`config.mk`:
```
export PLATFORM = sky130hd
export DESIGN_NAME = palette_lookup_pixel_upscaler_top
export DESIGN_NICKNAME = d
export VERILOG_FILES = /design/src/hw/rtl/plu_pkg.sv /design/src/hw/rtl/palette_lookup_pixel_upscaler_top.sv
export VERILOG_INCLUDE_DIRS = /design/src /design/src/hw/rtl
export SDC_FILE = /design/constraint.sdc
export NUM_CORES = 2
export LEC_CHECK = 0
export BUFFER_PORTS_ARGS = -buffer_cell sky130_fd_sc_hd__buf_2
export CELL_PAD_IN_SITES_DETAIL_PLACEMENT = 2
export CELL_PAD_IN_SITES_GLOBAL_PLACEMENT = 2
export CORE_ASPECT_RATIO = 1.1
export CORE_UTILIZATION = 46
export DETAILED_ROUTE_END_ITERATION = 10
export PLACE_DENSITY = 0.77
export SLEW_MARGIN = 10
export SYNTH_ARGS = -nofsm -noshare
export SYNTH_HDL_FRONTEND = slang
export SYNTH_SLANG_ARGS = --single-unit
```
`constraint.sdc`:
```
create_clock -name clk -period 6 [get_ports clk]
set_clock_uncertainty 0.1 [all_clocks]
set_input_delay 0.6 -clock clk [delete_from_list [all_inputs] [get_ports clk]]
set_output_delay 0.6 -clock clk [all_outputs]
set_load 0.02 [all_outputs]
```
`src/hw/rtl/palette_lookup_pixel_upscaler_top_macros.svh`:
```
// Assertion macros for the upscaler top RTL.
`ifndef PALETTE_LOOKUP_PIXEL_UPSCALER_TOP_MACROS_SVH
`define PALETTE_LOOKUP_PIXEL_UPSCALER_TOP_MACROS_SVH
`ifndef NO_ASSERTIONS
`define PLU_ASSERT_IMP(name, ante, cons) \
	name: assert property (@(posedge clk) disable iff (!arst_n) (ante) |-> (cons)) \
		else $error("upscaler assertion failed");
`define PLU_ASSERT_NXT(name, ante, cons) \
	name: assert property (@(posedge clk) disable iff (!arst_n) (ante) |=> (cons)) \
		else $error("upscaler assertion failed");
`else
`define PLU_ASSERT_IMP(name, ante, cons)
`define PLU_ASSERT_NXT(name, ante, cons)
`endif
`endif

```
`src/hw/rtl/plu_pkg.sv`:
```
// Constants and codes of the palette lookup pixel upscaler.
`default_nettype none

package plu_pkg;

	localparam int unsigned PAL_ENTRIES = 256;
	localparam int unsigned PAL_AW      = 8;
	localparam int unsigned PAL_W       = 12;
	localparam int unsigned CHAN_W      = 8;
	localparam int unsigned ADDR_W      = 24;
	localparam int unsigned COLOR_W     = 16;
	localparam int unsigned IN_DATA_W   = 40;
	localparam int unsigned OUT_DATA_W  = 40;
	localparam int unsigned CFG_IDX_W   = 2;
	localparam int unsigned CFG_DATA_W  = 11;
	localparam int unsigned SCALE_W     = 2;

	localparam logic [3:0] ALPHA_OPAQUE = 4'hF;

	localparam logic OP_PALETTE = 1'b0;
	localparam logic OP_PIXEL   = 1'b1;

	localparam logic [CFG_IDX_W-1:0] CFG_SCALE  = 2'd0;
	localparam logic [CFG_IDX_W-1:0] CFG_WIDTH  = 2'd1;
	localparam logic [CFG_IDX_W-1:0] CFG_HEIGHT = 2'd2;

	localparam int unsigned WIDTH_RESET  = 320;
	localparam int unsigned HEIGHT_RESET = 200;

	typedef logic [PAL_W-1:0] pal_entry_t;

endpackage

`default_nettype wire

```
`src/hw/rtl/palette_lookup_pixel_upscaler_top.sv`:
```
// Palette lookup and nearest-neighbor upscaler to ABGR4444 (alpha in the top bits) with framebuffer addresses.
//
// Channel   Dir  Data                                                    Side
// s_axis    in   tdata: slot, red, green, blue, pixel_value; tuser: op    stream
// m_axis    out  tdata: dest_address, out_color; tlast: pixel end; tuser: frame end  stream
// cfg       in   cfg_we, cfg_index, cfg_data                              write only
//
// A pixel word makes scale*scale output words (1, 4 or 9), one per cycle from the copy
// generator while the output is not stalled. The first copy passes the palette read and
// s1 registers, the copy generator and the output register. The palette is a 256-entry
// RAM with a registered read; it has no reset and an entry never written reads as garbage.
// Output stalls hold the generator and then the input stage.
`default_nettype none
`include "palette_lookup_pixel_upscaler_top_macros.svh"

module palette_lookup_pixel_upscaler_top #(
	parameter int unsigned MAX_WIDTH  = 1024,
	parameter int unsigned MAX_HEIGHT = 1024
) (
	input  wire logic                             clk,
	input  wire logic                             arst_n,
	input  wire logic                             s_axis_tvalid,
	output logic                                  s_axis_tready,
	// palette_slot, red, green, blue, pixel_value
	input  wire logic [plu_pkg::IN_DATA_W-1:0]    s_axis_tdata,
	// opcode
	input  wire logic                             s_axis_tuser,
	output logic                                  m_axis_tvalid,
	input  wire logic                             m_axis_tready,
	// dest_address, out_color
	output logic [plu_pkg::OUT_DATA_W-1:0]        m_axis_tdata,
	output logic                                  m_axis_tlast,
	// frame_last
	output logic                                  m_axis_tuser,
	input  wire logic                             cfg_we,
	input  wire logic [plu_pkg::CFG_IDX_W-1:0]    cfg_index,
	input  wire logic [plu_pkg::CFG_DATA_W-1:0]   cfg_data
);

	localparam int unsigned CW  = (MAX_WIDTH > 1) ? $clog2(MAX_WIDTH) : 1;
	localparam int unsigned RCW = (MAX_HEIGHT > 1) ? $clog2(MAX_HEIGHT) : 1;
	localparam int unsigned WW  = $clog2(MAX_WIDTH + 1);
	localparam int unsigned HW  = $clog2(MAX_HEIGHT + 1);
	localparam int unsigned SW  = plu_pkg::SCALE_W;
	localparam int unsigned AW  = plu_pkg::ADDR_W;
	localparam int unsigned W_RESET =
		(plu_pkg::WIDTH_RESET > MAX_WIDTH) ? MAX_WIDTH : plu_pkg::WIDTH_RESET;
	localparam int unsigned H_RESET =
		(plu_pkg::HEIGHT_RESET > MAX_HEIGHT) ? MAX_HEIGHT : plu_pkg::HEIGHT_RESET;

	function automatic logic [31:0] clamp_dim(input logic [plu_pkg::CFG_DATA_W-1:0] v,
		input int unsigned maxv);
		logic [31:0] res;
		if (v == '0) begin
			res = 32'd1;
		end else if (32'(v) > 32'(maxv)) begin
			res = 32'(maxv);
		end else begin
			res = 32'(v);
		end
		return res;
	endfunction

	logic [SW-1:0]  scale_q;
	logic [WW-1:0]  width_q;
	logic [HW-1:0]  height_q;
	logic [CW-1:0]  col_q;
	logic [RCW-1:0] row_q;

	logic                              op;
	logic [plu_pkg::PAL_AW-1:0]        slot;
	logic [plu_pkg::CHAN_W-1:0]        red, green, blue;
	logic [plu_pkg::PAL_AW-1:0]        pixel_value;
	logic                              in_acc, pix_acc, pal_acc;
	logic [WW:0]                       col_inc;
	logic [HW:0]                       row_inc;
	logic                              row_end, frame_end;

	plu_pkg::pal_entry_t               palette_mem [plu_pkg::PAL_ENTRIES];
	plu_pkg::pal_entry_t               rdata_q;

	logic                              s1_valid_q;
	logic [CW+1:0]                     cs_s1;
	logic [RCW+1:0]                    rs_s1;
	logic [WW+1:0]                     dstw_s1;
	logic [SW-1:0]                     scale_s1;
	logic                              fend_s1;
	logic [AW-1:0]                     base;

	logic                              gen_valid_s2;
	logic [AW-1:0]                     row_addr_s2;
	plu_pkg::pal_entry_t               color_s2;
	logic [WW+1:0]                     dstw_s2;
	logic [SW-1:0]                     scale_s2;
	logic                              fend_s2;
	logic [SW-1:0]                     dx_s2, dy_s2;
	logic                              gen_last, out_take, gen_step, gen_done, gen_free, s1_adv;

	assign op          = s_axis_tuser;
	assign slot        = s_axis_tdata[7:0];
	assign red         = s_axis_tdata[15:8];
	assign green       = s_axis_tdata[23:16];
	assign blue        = s_axis_tdata[31:24];
	assign pixel_value = s_axis_tdata[39:32];

	assign in_acc  = s_axis_tvalid && s_axis_tready;
	assign pix_acc = in_acc && (op == plu_pkg::OP_PIXEL);
	assign pal_acc = in_acc && (op == plu_pkg::OP_PALETTE);

	assign col_inc   = (WW+1)'(col_q) + (WW+1)'(1);
	assign row_inc   = (HW+1)'(row_q) + (HW+1)'(1);
	assign row_end   = col_inc >= (WW+1)'(width_q);
	assign frame_end = row_end && (row_inc >= (HW+1)'(height_q));

	assign out_take = !m_axis_tvalid || m_axis_tready;
	assign gen_last = (dx_s2 == scale_s2 - SW'(1)) && (dy_s2 == scale_s2 - SW'(1));
	assign gen_step = gen_valid_s2 && out_take;
	assign gen_done = gen_step && gen_last;
	assign gen_free = !gen_valid_s2 || gen_done;
	assign s1_adv   = s1_valid_q && gen_free;
	assign s_axis_tready = !s1_valid_q || gen_free;

	assign base = AW'(rs_s1) * AW'(dstw_s1) + AW'(cs_s1);

	always_ff @(posedge clk or negedge arst_n) begin
		if (!arst_n) begin
			scale_q  <= SW'(1);
			width_q  <= WW'(W_RESET);
			height_q <= HW'(H_RESET);
		end else if (cfg_we) begin
			case (cfg_index)
				plu_pkg::CFG_SCALE: begin
					scale_q <= (cfg_data[SW-1:0] == '0) ? SW'(1) : cfg_data[SW-1:0];
				end
				plu_pkg::CFG_WIDTH: begin
					width_q <= WW'(clamp_dim(cfg_data, MAX_WIDTH));
				end
				plu_pkg::CFG_HEIGHT: begin
					height_q <= HW'(clamp_dim(cfg_data, MAX_HEIGHT));
				end
				default: begin
				end
			endcase
		end
	end

	always_ff @(posedge clk or negedge arst_n) begin
		if (!arst_n) begin
			col_q <= '0;
			row_q <= '0;
		end else if (pix_acc) begin
			if (row_end) begin
				col_q <= '0;
				row_q <= frame_end ? '0 : row_q + RCW'(1);
			end else begin
				col_q <= col_q + CW'(1);
			end
		end
	end

	always_ff @(posedge clk) begin
		if (pal_acc) begin
			palette_mem[slot] <= {blue[7:4], green[7:4], red[7:4]};
		end
		if (pix_acc) begin
			rdata_q <= palette_mem[pixel_value];
		end
	end

	always_ff @(posedge clk or negedge arst_n) begin
		if (!arst_n) begin
			s1_valid_q <= 1'b0;
		end else if (s_axis_tready) begin
			s1_valid_q <= pix_acc;
		end
	end

	always_ff @(posedge clk) begin
		if (pix_acc) begin
			cs_s1    <= (CW+2)'(col_q) * (CW+2)'(scale_q);
			rs_s1    <= (RCW+2)'(row_q) * (RCW+2)'(scale_q);
			dstw_s1  <= (WW+2)'(width_q) * (WW+2)'(scale_q);
			scale_s1 <= scale_q;
			fend_s1  <= frame_end;
		end
	end

	always_ff @(posedge clk or negedge arst_n) begin
		if (!arst_n) begin
			gen_valid_s2 <= 1'b0;
			dx_s2        <= '0;
			dy_s2        <= '0;
		end else if (s1_adv) begin
			gen_valid_s2 <= 1'b1;
			dx_s2        <= '0;
			dy_s2        <= '0;
		end else if (gen_done) begin
			gen_valid_s2 <= 1'b0;
		end else if (gen_step) begin
			if (dx_s2 == scale_s2 - SW'(1)) begin
				dx_s2 <= '0;
				dy_s2 <= dy_s2 + SW'(1);
			end else begin
				dx_s2 <= dx_s2 + SW'(1);
			end
		end
	end

	always_ff @(posedge clk) begin
		if (s1_adv) begin
			row_addr_s2 <= base;
			color_s2    <= rdata_q;
			dstw_s2     <= dstw_s1;
			scale_s2    <= scale_s1;
			fend_s2     <= fend_s1;
		end else if (gen_step && (dx_s2 == scale_s2 - SW'(1))) begin
			row_addr_s2 <= row_addr_s2 + AW'(dstw_s2);
		end
	end

	always_ff @(posedge clk or negedge arst_n) begin
		if (!arst_n) begin
			m_axis_tvalid <= 1'b0;
		end else if (gen_step) begin
			m_axis_tvalid <= 1'b1;
		end else if (m_axis_tready) begin
			m_axis_tvalid <= 1'b0;
		end
	end

	always_ff @(posedge clk) begin
		if (gen_step) begin
			m_axis_tdata <= {plu_pkg::ALPHA_OPAQUE, color_s2, row_addr_s2 + AW'(dx_s2)};
			m_axis_tlast <= gen_last;
			m_axis_tuser <= gen_last && fend_s2;
		end
	end

	`PLU_ASSERT_IMP(a_copy_in_range, gen_valid_s2,
		(dx_s2 < scale_s2) && (dy_s2 < scale_s2))
	`PLU_ASSERT_IMP(a_frame_end_on_last, m_axis_tvalid && m_axis_tuser, m_axis_tlast)
	`PLU_ASSERT_IMP(a_ready_low_only_when_busy, !s_axis_tready, s1_valid_q && gen_valid_s2)
	`PLU_ASSERT_NXT(a_s1_held_while_busy, s1_valid_q && !gen_free, s1_valid_q)

endmodule

`default_nettype wire

```
==> results of run 1 <==
logic make-up after synthesis:
family                   share of synthesized area [%]
AO/OA/AOI/OAI                                    1.396
XOR/XNOR                                        0.6294
adder cells (fa/ha/maj)                          3.138
buffers and inverters                            1.808
flip-flops                                       73.21
multiplexers                                     16.81
other                                         0.002807
AND/OR/NAND/NOR                                  3.006
through the flow:
| step | setup TNS (ns) | instances | worst slack, ns | cell area, um2 |
|---|---|---|---|---|
| 3_3_place_gp | -0.06465 | 10410 | -0.06465 | 141000 |
| 2_1_floorplan | 0 | 6392 | 0.2973 | 133600 |
==> results.sh, run 1 <==
export IMPL_io_pins=103
export IMPL_dominantRegCellSynth="edfxtp_1"
export IMPL_ys_seq_area_share_pct=73.21
export IMPL_ys_seq_elements=3265
export IMPL_ys_top_cells_by_area="edfxtp_1 (72%), mux4_2 (16%), fa_1 (1.9%)"
export IMPL_yosysUniqueCellTypes=58
export IMPL_dpl_hpwl_mm=312.0
export IMPL_synth_area_mm2=0.1336
export IMPL_syn_avg_cell_area_um2=20.91
export IMPL_yosysWarnings=0
export IMPL_error="[ERROR DPL-0033] detailed placement checks failed during check placement."
export IMPL_synth_edf_count=3214
export IMPL_failed_stage="3_5_place_dp"
export IMPL_rows=207
export IMPL_synth_top_area_share_pct=72.25
export IMPL_portBuffers=86
export IMPL_die_w_um=515.8
export IMPL_synth_most_common_cell="edfxtp_1"
export IMPL_initial_core_util_pct=46.22
export IMPL_die_y_um=567.2
export IMPL_gp_congestion=0.8266
export IMPL_status="did not finish"
export IMPL_syn_inst=6389
export IMPL_async_flop_share_pct=1.562
export IMPL_synthTopCellsByCount="edfxtp_1 (3214), mux4_2 (960), nor2_1 (333)"
export IMPL_yosys_area_top_type="edfxtp_1"
==> run 2: changes to the inputs <==
Settings changed: CELL_PAD_IN_SITES_DETAIL_PLACEMENT 2 to default, CELL_PAD_IN_SITES_GLOBAL_PLACEMENT 2 to default, CORE_ASPECT_RATIO 1.1 to default, CORE_UTILIZATION 46 to 40, PLACE_DENSITY 0.77 to default, PLACE_DENSITY_LB_ADDON from default to 0.15.
Clock period 6 ns to 7.8 ns, I/O delays scaled along.
==> results.sh, run 2 <==
export IMPL_cp_top_family="adder cells"
export IMPL_hold_viol_final=0
export IMPL_synthTopCellsByCount="edfxtp_1 (3214), mux4_2 (960), nor2_1 (333)"
export IMPL_h_tree_depth=5
export IMPL_fmax_ghz=0.1509
export IMPL_biggestRegsByFlops="palette_mem x3072, m_axis_tdata x36, row_addr_s2 x24"
export IMPL_synth_top_family_by_area="multiplexers"
export IMPL_cap_viol_max_count=0
export IMPL_ys_seq_area_share_pct=73.21
export IMPL_yosys_area_top_type="edfxtp_1"
export IMPL_ys_top_cells_by_area="edfxtp_1 (72%), mux4_2 (16%), fa_1 (1.9%)"
export IMPL_layout_min_cycle_time_ns=6.625
export IMPL_clock_sinks=3265
export IMPL_synth_xor_area_share_pct=0.6294
export IMPL_ir_worst_vdd_mv=0.3096
export IMPL_rsz0062_at_grt="no"
export IMPL_async_flop_share_pct=1.562
export IMPL_status="complete, no violations"
export IMPL_p_leak_uw=0.04896
export IMPL_rows=211
export IMPL_fillCellCount=27660
export IMPL_cts_root_buf="clkbuf_16"
export IMPL_ys_seq_elements=3265
export IMPL_cts_buffers=350
export IMPL_clkLatencyLatePin_ns=0.95
export IMPL_dpl_cell_area_mm2=0.1405
export IMPL_yosysUniqueCellTypes=58
export IMPL_critPathMostFrequentCell="fa_1"
export IMPL_yosys_area_share_simple_pct=3.006
export IMPL_synthMuxAreaShare_pct=16.81
export IMPL_vias=63310
export IMPL_synth_top_area_share_pct=72.25
export IMPL_grt_usage_pct=19.85
export IMPL_cp_slowest_cell="edfxtp_1"
export IMPL_syn_avg_cell_area_um2=20.91
export IMPL_holdWs_ns=0.08874
export IMPL_io_pins=103
export IMPL_mostFrequentLayoutCell="edfxtp_1"
export IMPL_layout_common_cells="edfxtp_1 (3214), mux4_2 (960), clkbuf_16 (357)"
export IMPL_nets=7076
export IMPL_yosysWarnings=0
export IMPL_initial_core_util_pct=40.32
export IMPL_pre_cts_ws_ns=1.277
export IMPL_die_area_mm2=0.3363
export IMPL_cp_start_kind="register"
export IMPL_power_density_mw_per_mm2=275.2
export IMPL_drtIter0Drc=6390
export IMPL_wirelength_mm=336.5
export IMPL_drive_gt1_share_pct=26.95
export IMPL_arrival_ns=7.16
export IMPL_routedWlPerCell_um=29.50
export IMPL_post_route_util_pct=45.76
export IMPL_portBuffers=86
export IMPL_stdcell_area_mm2=0.1516
export IMPL_area_delta_synth_final_pct=13.50
export IMPL_hold_path_class="in2reg"
export IMPL_antenna_found_initial=20
export IMPL_synth_edf_count=3214
export IMPL_worst_slew_pin_slew_ns=1.262
export IMPL_maxSlewHeadroom_pct=14.97
export IMPL_synth_compound_area_share_pct=1.396
export IMPL_largest_register_ffs=3072
export IMPL_clk_pin_slew_worst_paths_ns=0.06
export IMPL_syn_inst=6389
export IMPL_dominantRegCellSynth="edfxtp_1"
export IMPL_vias_per_cell=5.549
export IMPL_maxSlewViolCount=0
export IMPL_coreArea_mm2=0.3313
export IMPL_register_area_mm2=0.09780
export IMPL_clock_path_buffers=4
export IMPL_slowest_delay_ns=0.66
export IMPL_die_y_um=579.9
export IMPL_grt_pass1_vias=65230
export IMPL_grt_first_pass_wirelength_mm=482.2
export IMPL_multi_input_area_mm2=0.03367
export IMPL_regMostFlops="palette_mem"
export IMPL_end_kind="register"
export IMPL_gr_total_overflow=0
export IMPL_synthAdderAreaFrac_pct=3.138
export IMPL_timing_setup_critical_path_class="reg2reg"
export IMPL_die_w_um=579.9
export IMPL_dpl_hpwl_mm=204.2
export IMPL_path_cells="and2_1, fa_1, inv_1, fa_1, inv_1, fa_1, fa_1, inv_1, fa_1, inv_1, ha_1, a2111oi_0, o21ai_0, a31oi_1, o31ai_1, a211oi_1, o21ai_0, xnor2_1, mux2i_1"
export IMPL_cp_num_buf_inv=4
export IMPL_fin_tns_setup_ns=0
export IMPL_synth_area_mm2=0.1336
export IMPL_fin_ws_ns=1.175
export IMPL_synth_most_common_cell="edfxtp_1"
export IMPL_worstPathMaxFanout=13
export IMPL_period_share_pct=84.94
export IMPL_firstDrtPassIters=5
export IMPL_required_ns=8.33
export IMPL_setup_viol=0
export IMPL_cts_tree="yes"
export IMPL_ant_nets=0
export IMPL_grt_max_degree=158
export IMPL_remaining_drc_errors=0
export IMPL_gp_congestion=0.8181
==> run 2: timing repair <==
item / in CTS / in global routing
buffers inserted: 0 / 0
hold buffers: 5 / 0
resized for setup: 0 / 0
hold endpoints to repair: 49 / 0
==> run 2: kinds of logic (layout without fill, tap and decap cells) <==
| logic type | after synthesis | count (layout) |
|---|---|---|
| and+or+nand+nor | 858 | 858 |
| xor gates and xnor gates | 96 | 96 |
| buffers and inverters | 573 | 1216 |
| AOI/OAI and AO/OA | 293 | 293 |
| muxes | 1043 | 1043 |
| DFF | 3265 | 3265 |
| other | 1 | 13 |
| adders and majority gates | 260 | 260 |
==> run 2: worst min-delay path: cells and delay by family <==
family / cells / cell delay [ns]
simple gates: 1 / 0.11
compound gates: 1 / 0.09
buf+inv: 1 / 0.11
==> run 2: layer usage <==
metal  track usage, %  wire (um)  vias to the layer above
met5                0         18                        -
met4            5.596       9372                        2
met3            3.642      21170                      454
met2            31.39     159400                     1819
met1            28.28     146500                    34290
li1                 -          -                    26750
==> run 2: cell type report <==
cell class / instances / share of cell area, %
diodes: 9 / 0.01485
inverters: 248 / 0.6140
clock inverters: 209 / 1.173
well taps: 4366 / 3.603
repair buffers: 338 / 1.823
flip-flops and latches: 3265 / 64.50
clock buffers: 421 / 6.064
multi-input cells: 2554 / 22.21
==> run 2: through the flow <==
step,total power [uW],std cells
CTS,42210,11400
finish,41720,11410
detailed placement,26120,10770
global placement,26100,10770
global route,43410,11400
floorplan,24150,6392
==> run 2: report_power, final <==
part / switching (uW) / internal, uW
sequential: 227 / 19600
combinational: 3560 / 2330
clock: 6880 / 9170
total: 10700 / 31100
==> run 2: path summary, 6_finish.rpt <==
kind | start | to | slack (ns) | cells after the start
max in group asynchronous | arst_n | m_axis_tvalid | 6.64 | 3
hold reg to reg | color_s2[1] | m_axis_tdata[25] | 0.32 | 0
hold / removal | cfg_data[8] | width_q[8] | 0.09 | 3
min in group asynchronous | arst_n | row_q[7] | 0.44 | 3
setup reg to reg | dstw_s1[9] | row_addr_s2[23] | 1.17 | 19
setup / recovery | dstw_s1[9] | row_addr_s2[23] | 1.17 | 19
Power figures use the tool's default switching activity.
